==> src/matrix_multiply_assert.svh <==
// Assertion macros shared by the matrix multiply RTL.
// Both expect a signal named clk in the module that uses them; MM_ASSERT also expects rst.
`ifndef MATRIX_MULTIPLY_ASSERT_SVH
`define MATRIX_MULTIPLY_ASSERT_SVH

`ifndef SYNTHESIS

// Checked at every edge outside reset.
`define MM_ASSERT(label, prop, msg) \
  label: assert property (@(posedge clk) disable iff (rst) (prop)) else $error(msg);

// Checked at every edge, reset included.
`define MM_ASSERT_ALWAYS(label, prop, msg) \
  label: assert property (@(posedge clk) (prop)) else $error(msg);

`else

`define MM_ASSERT(label, prop, msg)
`define MM_ASSERT_ALWAYS(label, prop, msg)

`endif

`endif

==> src/mm_pkg.sv <==
`default_nettype none

package mm_pkg;

  localparam int MAX_DIM_DEF   = 8;
  localparam int FRAC_BITS_DEF = 16;

  localparam int CFG_W  = 4;   // dimension register width
  localparam int IDX_W  = 3;   // row / column field width
  localparam int VAL_W  = 32;  // entry width
  localparam int REQ_W  = 2;
  localparam int STAT_W = 2;
  localparam int DATA_W = 32;  // config port data width
  localparam int ADDR_W = 4;   // config port address width

  // request codes
  localparam logic [REQ_W-1:0] REQ_WRITE_A = 2'd0;
  localparam logic [REQ_W-1:0] REQ_WRITE_B = 2'd1;
  localparam logic [REQ_W-1:0] REQ_COMPUTE = 2'd2;

  // status codes
  localparam logic [STAT_W-1:0] ST_OK   = 2'd0;
  localparam logic [STAT_W-1:0] ST_BAD  = 2'd1;  // zero or oversized dimension
  localparam logic [STAT_W-1:0] ST_CALC = 2'd2;  // inner dimensions differ

  // register indexes
  localparam logic [1:0] REG_ROWS_A = 2'd0;
  localparam logic [1:0] REG_COLS_A = 2'd1;
  localparam logic [1:0] REG_ROWS_B = 2'd2;
  localparam logic [1:0] REG_COLS_B = 2'd3;

  typedef enum logic [2:0] {
    S_IDLE,
    S_ERR,
    S_READ,
    S_MULT,
    S_ACC,
    S_OUT
  } state_t;

  typedef struct packed {
    logic clear;
    logic mult_en;
    logic acc_en;
  } mac_ctrl_t;

endpackage

`default_nettype wire

==> src/mm_mac.sv <==
`default_nettype none

module mm_mac #(
  parameter int MAX_DIM   = mm_pkg::MAX_DIM_DEF,
  parameter int FRAC_BITS = mm_pkg::FRAC_BITS_DEF
) (
  input  wire logic                            clk,
  input  wire mm_pkg::mac_ctrl_t               ctrl,
  input  wire logic        [mm_pkg::VAL_W-1:0] a_data,
  input  wire logic        [mm_pkg::VAL_W-1:0] b_data,
  output logic signed      [mm_pkg::VAL_W-1:0] sum
);

  localparam int VW    = mm_pkg::VAL_W;
  localparam int PW    = 2 * VW;
  // exact sum of up to MAX_DIM full products
  localparam int ACC_W = PW + $clog2(MAX_DIM);

  localparam logic signed [ACC_W-1:0] SAT_HI = {{(ACC_W-VW+1){1'b0}}, {(VW-1){1'b1}}};
  localparam logic signed [ACC_W-1:0] SAT_LO = {{(ACC_W-VW+1){1'b1}}, {(VW-1){1'b0}}};

  logic signed [PW-1:0]    prod;
  logic signed [ACC_W-1:0] acc;
  logic signed [ACC_W-1:0] shifted;

  always_ff @(posedge clk) begin
    if (ctrl.mult_en) begin
      prod <= $signed(a_data) * $signed(b_data);
    end
    if (ctrl.clear) begin
      acc <= '0;
    end else if (ctrl.acc_en) begin
      acc <= acc + ACC_W'(prod);
    end
  end

  // drop the fraction bits, rounding toward minus infinity, then saturate
  always_comb begin
    shifted = acc >>> FRAC_BITS;
    if (shifted > SAT_HI) begin
      sum = SAT_HI[VW-1:0];
    end else if (shifted < SAT_LO) begin
      sum = SAT_LO[VW-1:0];
    end else begin
      sum = shifted[VW-1:0];
    end
  end

endmodule

`default_nettype wire

==> config.mk <==
export PLATFORM = sky130hd
export DESIGN_NAME = mm_mac
export DESIGN_NICKNAME = d
export VERILOG_FILES = /design/src/matrix_multiply_assert.svh /design/src/mm_pkg.sv /design/src/mm_mac.sv
export SDC_FILE = /design/constraint.sdc
export NUM_CORES = 2
export LEC_CHECK = 0
export BUFFER_PORTS_ARGS = -buffer_cell sky130_fd_sc_hd__buf_4
export CORE_ASPECT_RATIO = 0.9
export CORE_MARGIN = 10
export CORE_UTILIZATION = 50
export CTS_BUF_LIST = sky130_fd_sc_hd__clkbuf_4
export CTS_CLUSTER_DIAMETER = 60
export DETAILED_ROUTE_END_ITERATION = 6
export HOLD_SLACK_MARGIN = 0.12
export PLACE_DENSITY = 0.66
export SLEW_MARGIN = 15
export SYNTH_ARGS = -nofsm -noshare
export SYNTH_HDL_FRONTEND = slang
export SYNTH_SLANG_ARGS = --single-unit
==> constraint.sdc <==
create_clock -name clk -period 18 [get_ports clk]
set_clock_uncertainty 0.15 [all_clocks]
set_input_delay 2.7 -clock clk [delete_from_list [all_inputs] [get_ports clk]]
set_output_delay 2.7 -clock clk [all_outputs]
set_load 0.02 [all_outputs]
# Yosys cells after proc, flatten, opt, wreduce, memory -nomap -nowiden

Cells that the tools add are included.

Register bits after elaboration: 131
Input port bits: 68
Output and inout bits: 32
Logic and storage cells: 8

Add/subtract/negate cells: 1
$mul: 1
$lt $le $gt $ge: 2
Mux-type cells: 2

Operators by type and width:

| cell                                                                           | count |
|---|---|
| 67-bit by 64-bit adder with 67-bit output                                      | 1 |
| 32-bit by 32-bit multiplier with 64-bit output                                 | 1 |
| 32-bit 2-to-1 mux                                                              | 2 |
| 51-bit by 32-bit > comparator with 1-bit output, second input constant         | 1 |
| 51-bit by 32-bit less-than comparator with 1-bit output, second input constant | 1 |

# Depth between registers and ports, before layout

Word-level depth: 3
Gate-level depth with buffers: 30

# Worst setup path before layout

Ideal clock, no wire load.

Path type: input to register
Start point: in b_data[2] in the netlist's numbering
End point: reg prod[63], data pin
Library setup time: 0.260 ns
Data arrival time: 9.683 ns
Setup slack: 7.907 ns
Cell stages on the path: 26
Path buffers: 2
Cells stage by stage: clkbuf_1 > nand2_1 > inv_1 > fa_1 > fa_1 > fa_1 > fa_1 > inv_1 > fa_1 > inv_1 > fa_1 > inv_1 > fa_1 > inv_1 > fa_1 > ha_1 > clkbuf_1 > a21oi_1 > o21bai_1 > a21oi_1 > o21ai_0 > a21o_1 > a21oi_1 > o21ai_0 > a41oi_1 > xnor2_1

Cells in the longest elaborated chain, start to end: 1

RTL lines:

| item                                           | RTL line     | text |
|---|---|---|
| start, declared                                | mm_mac.sv:10 | `input wire logic [mm_pkg::VAL_W-1:0] b_data,` |
| 32-bit by 32-bit multiplier with 64-bit output | mm_mac.sv:28 | `prod <= $signed(a_data) * $signed(b_data);` |
| end signal, assigned                           | mm_mac.sv:28 |  |
| end, declared                                  | mm_mac.sv:22 | `logic signed [PW-1:0] prod;` |

No other way between the ends.
A chain may end at the register's enable or synchronous reset.

# Worst setup path after layout

Start point: in b_data[31] in the netlist's numbering
End point: reg prod[60], data pin

Same word-level chain as after synthesis.

==> metrics.csv <==
stage,metric,value,unit
routing,Post-DRT Antenna Nets,0,
clock_network,setup repair bufs after CTS,0,
yosys,top_reg_cell synth,dfxtp_1,
yosys,Post-Synthesis Cells,4775,
placement,hpwl dp,95070,microns
yosys,net count after synthesis,6176,
global_route,vias in the first global route,35560,
timing,fin crit share,58.97,%
yosys,post-synthesis mux area share,0.8377,%
job,Max-Cap Viols,0,
global_route,initial antenna violation count,3,
yosys,post-synthesis simple-gate area fraction,16.44,%
yosys,Post-synth EDFFs,64,
yosys,Yosys warning total,0,
min_path,Min-Delay Path Class,reg2reg,
finish,Final #Nets,6050,
yosys,Post-synth ARST share,0,%
global_route,total track usage,25.55,%
yosys,Mean Syn Cell Area,9.290,sq um
run_status,failing checks,DRC,
yosys,combinational family with the most area after synthesis,adder cells,
clock_network,clk slew on worst S/H paths,0.12,ns
setup_path,Critical Path RT,18.16,ns
timing,max-slew violation count,0,
setup_path,r2r setup slk,14.02,ns
setup_path,crit path max fanout,16,
setup_path,CP endpoint kind,register,
routing,First-pass DRT Iterations,7,
global_route,"Remaining Overflow, GRT",0,
timing,Final min period,10.62,ns
timing,RSZ-0062 raised after global routing,no,
timing,"Hold Vio Cnt, Final",0,
placement,PortBufs,99,
routing,Vias/cell,5.537,
timing,worst slew pin tran,1.019,ns
setup_path,CP Class,in2reg,
die,I/O Pins,100,
die,die width,334.0,microns
global_route,first-pass GRT wire length,202200,microns
yosys,XOR/XNOR Fraction of Synth Area,2.448,%
setup_path,worst path arrival time,10.78,ns
yosys,Compound-Gate Fraction of Synth Area,6.747,%
yosys,Area contributors post-synth,"fa_1, inv_1, and2_1, ha_1, nand2_1",
clock_network,CTS tree,done,
finish,Fillers,8143,
die,die height,302.6,microns
yosys,Synth top area share,48.87,%
timing,setup violators final,0,
finish,Syn-to-layout area delta,3.664,%
timing,setup_tns,0,ns
die,Core Box Area,87890,sq um
clock_network,root buffer cell,clkbuf_4,
clock_network,post_cts resized,0,
clock_network,CTS HTree Levels,4,
routing,routed wire length,124500,microns
placement,global placer's final weighted congestion,0.9239,
setup_path,Setup crit start kind,input port,
finish,layout cells sized above 1,3.432,%
run_status,status,"complete, but fails checks",
yosys,Synth Cell Area,44360,sq um
die,die footprint,101100,sq um
routing,routed via count,32220,
yosys,Post-Synth Adder-Cell Area,55.92,%
yosys,leading area contributor after synthesis,fa_1,
finish,"commonest non-fill, non-tap cells in the layout","fa_1, inv_1, nand2_1, and2_1, ha_1",
routing,DRC,1,
global_route,largest net degree at the start of global routing,65,
die,Initial Utilization,50.47,%
routing,WL per Instance,21.39,microns
clock_network,Post-CTS Hold Buffers,0,
clock_network,Num Clock Sinks,131,
clock_network,worst skew pair latency,0.56,ns
yosys,"Seq/Total Area, Yosys",7.356,%
yosys,#FFs+latches synth,131,
routing,DRT iter0 DRCs,2218,
die,Std-Cell Rows,103,
timing,Hold Slack,0.3541,ns
yosys,count of cell types in the netlist,78,
finish,"most common cell after layout, fill and taps aside",fa_1,
timing,Max Fclk,94.20,MHz
timing,Rel. slew slack,31.84,%
clock_network,total CTS buffers,17,
clock_network,CTS Buffer Depth,2,
routing by layer:
metal | GRT usage [%] | up-vias | part of all wire [%]
li1 | - | 14090 | -
met1 | 34.14 | 16550 | 42
met2 | 42.08 | 1354 | 46
met4 | 6.664 | 0 | 2.9
met5 | 0 | - | 0
met3 | 5.586 | 230 | 9.1
cells in the mapped netlist (20+ instances only):
master,n
inv_1,960
o21ai_0,65
clkbuf_1,242
xnor2_1,80
ha_1,250
nand3_1,29
o21bai_1,22
xor2_1,44
nand2b_1,20
mux2i_1,36
a21o_1,78
fa_1,1083
and2_1,528
nand4_1,32
a21oi_1,158
edfxtp_1,64
nand2_1,636
nor2_1,153
dfxtp_1,67
critical path, cell delays in order:
cell and delay, ns:
buf_4 0.23, clkinv_1 0.51, buf_4 0.41, nor2_1 0.16, fa_1 0.45, fa_1 0.53, fa_1 0.46, fa_1 0.54
fa_1 0.44, fa_1 0.46, fa_1 0.53, inv_1 0.06, fa_1 0.50, inv_1 0.05, ha_1 0.37, a21o_1 0.24
nand2b_1 0.15, a211oi_1 0.17, o22ai_1 0.11, o21ba_2 0.33, o21ai_1 0.15, a211oi_2 0.35, nor3_1 0.14, or2_2 0.36
a311oi_2 0.26, xnor2_1 0.09
registers in the layout (all words and copies together), names as in the netlist:
signal	count
prod	64
acc	67
metrics by stage:
| stage | instances | cell area [sq um] | utilization (%) | setup slack, ns |
|---|---|---|---|---|
| global placement | 5785 | 45650 | 51.94 | 6.866 |
| global route | 5820 | 45990 | 52.32 | 7.025 |
| finish | 5820 | 45990 | 52.32 | 7.385 |
| floorplan | 4775 | 44360 | - | 7.907 |
| CTS | 5817 | 45980 | 52.31 | 7.446 |
| detailed placement | 5785 | 45650 | 51.94 | 6.828 |
cell families after synthesis:
group / Yosys count
flops: 131
compound gates: 457
xor+xnor: 124
simple gates: 1483
buf+inv: 1210
mux: 37
fa+ha+maj: 1333
final timing paths:
path,startpoint,to,cells past startpoint
worst max register to register,acc[18],acc[66],12
worst max-delay path,b_data[31],prod[60],26
worst min register to register,acc[1],acc[1],2
worst min-delay path,acc[1],acc[1],2
layout make-up:
cell class	count	area [sq um]	share of cell area (%)
Antenna cell	3	7.507	0.01632
Clock buffer	19	142.6	0.3102
Clock inverter	13	183.9	0.4000
Inverter	962	3611	7.852
Multi-Input combinational cell	3434	36560	79.50
Sequential cell	131	3263	7.096
Tap cell	1155	1445	3.143
Timing Repair Buffer	103	773.2	1.681
Power is left out: the tool's default activity adds up to more than one toggle a clock period on the data nets, which glitch-free logic cannot reach.
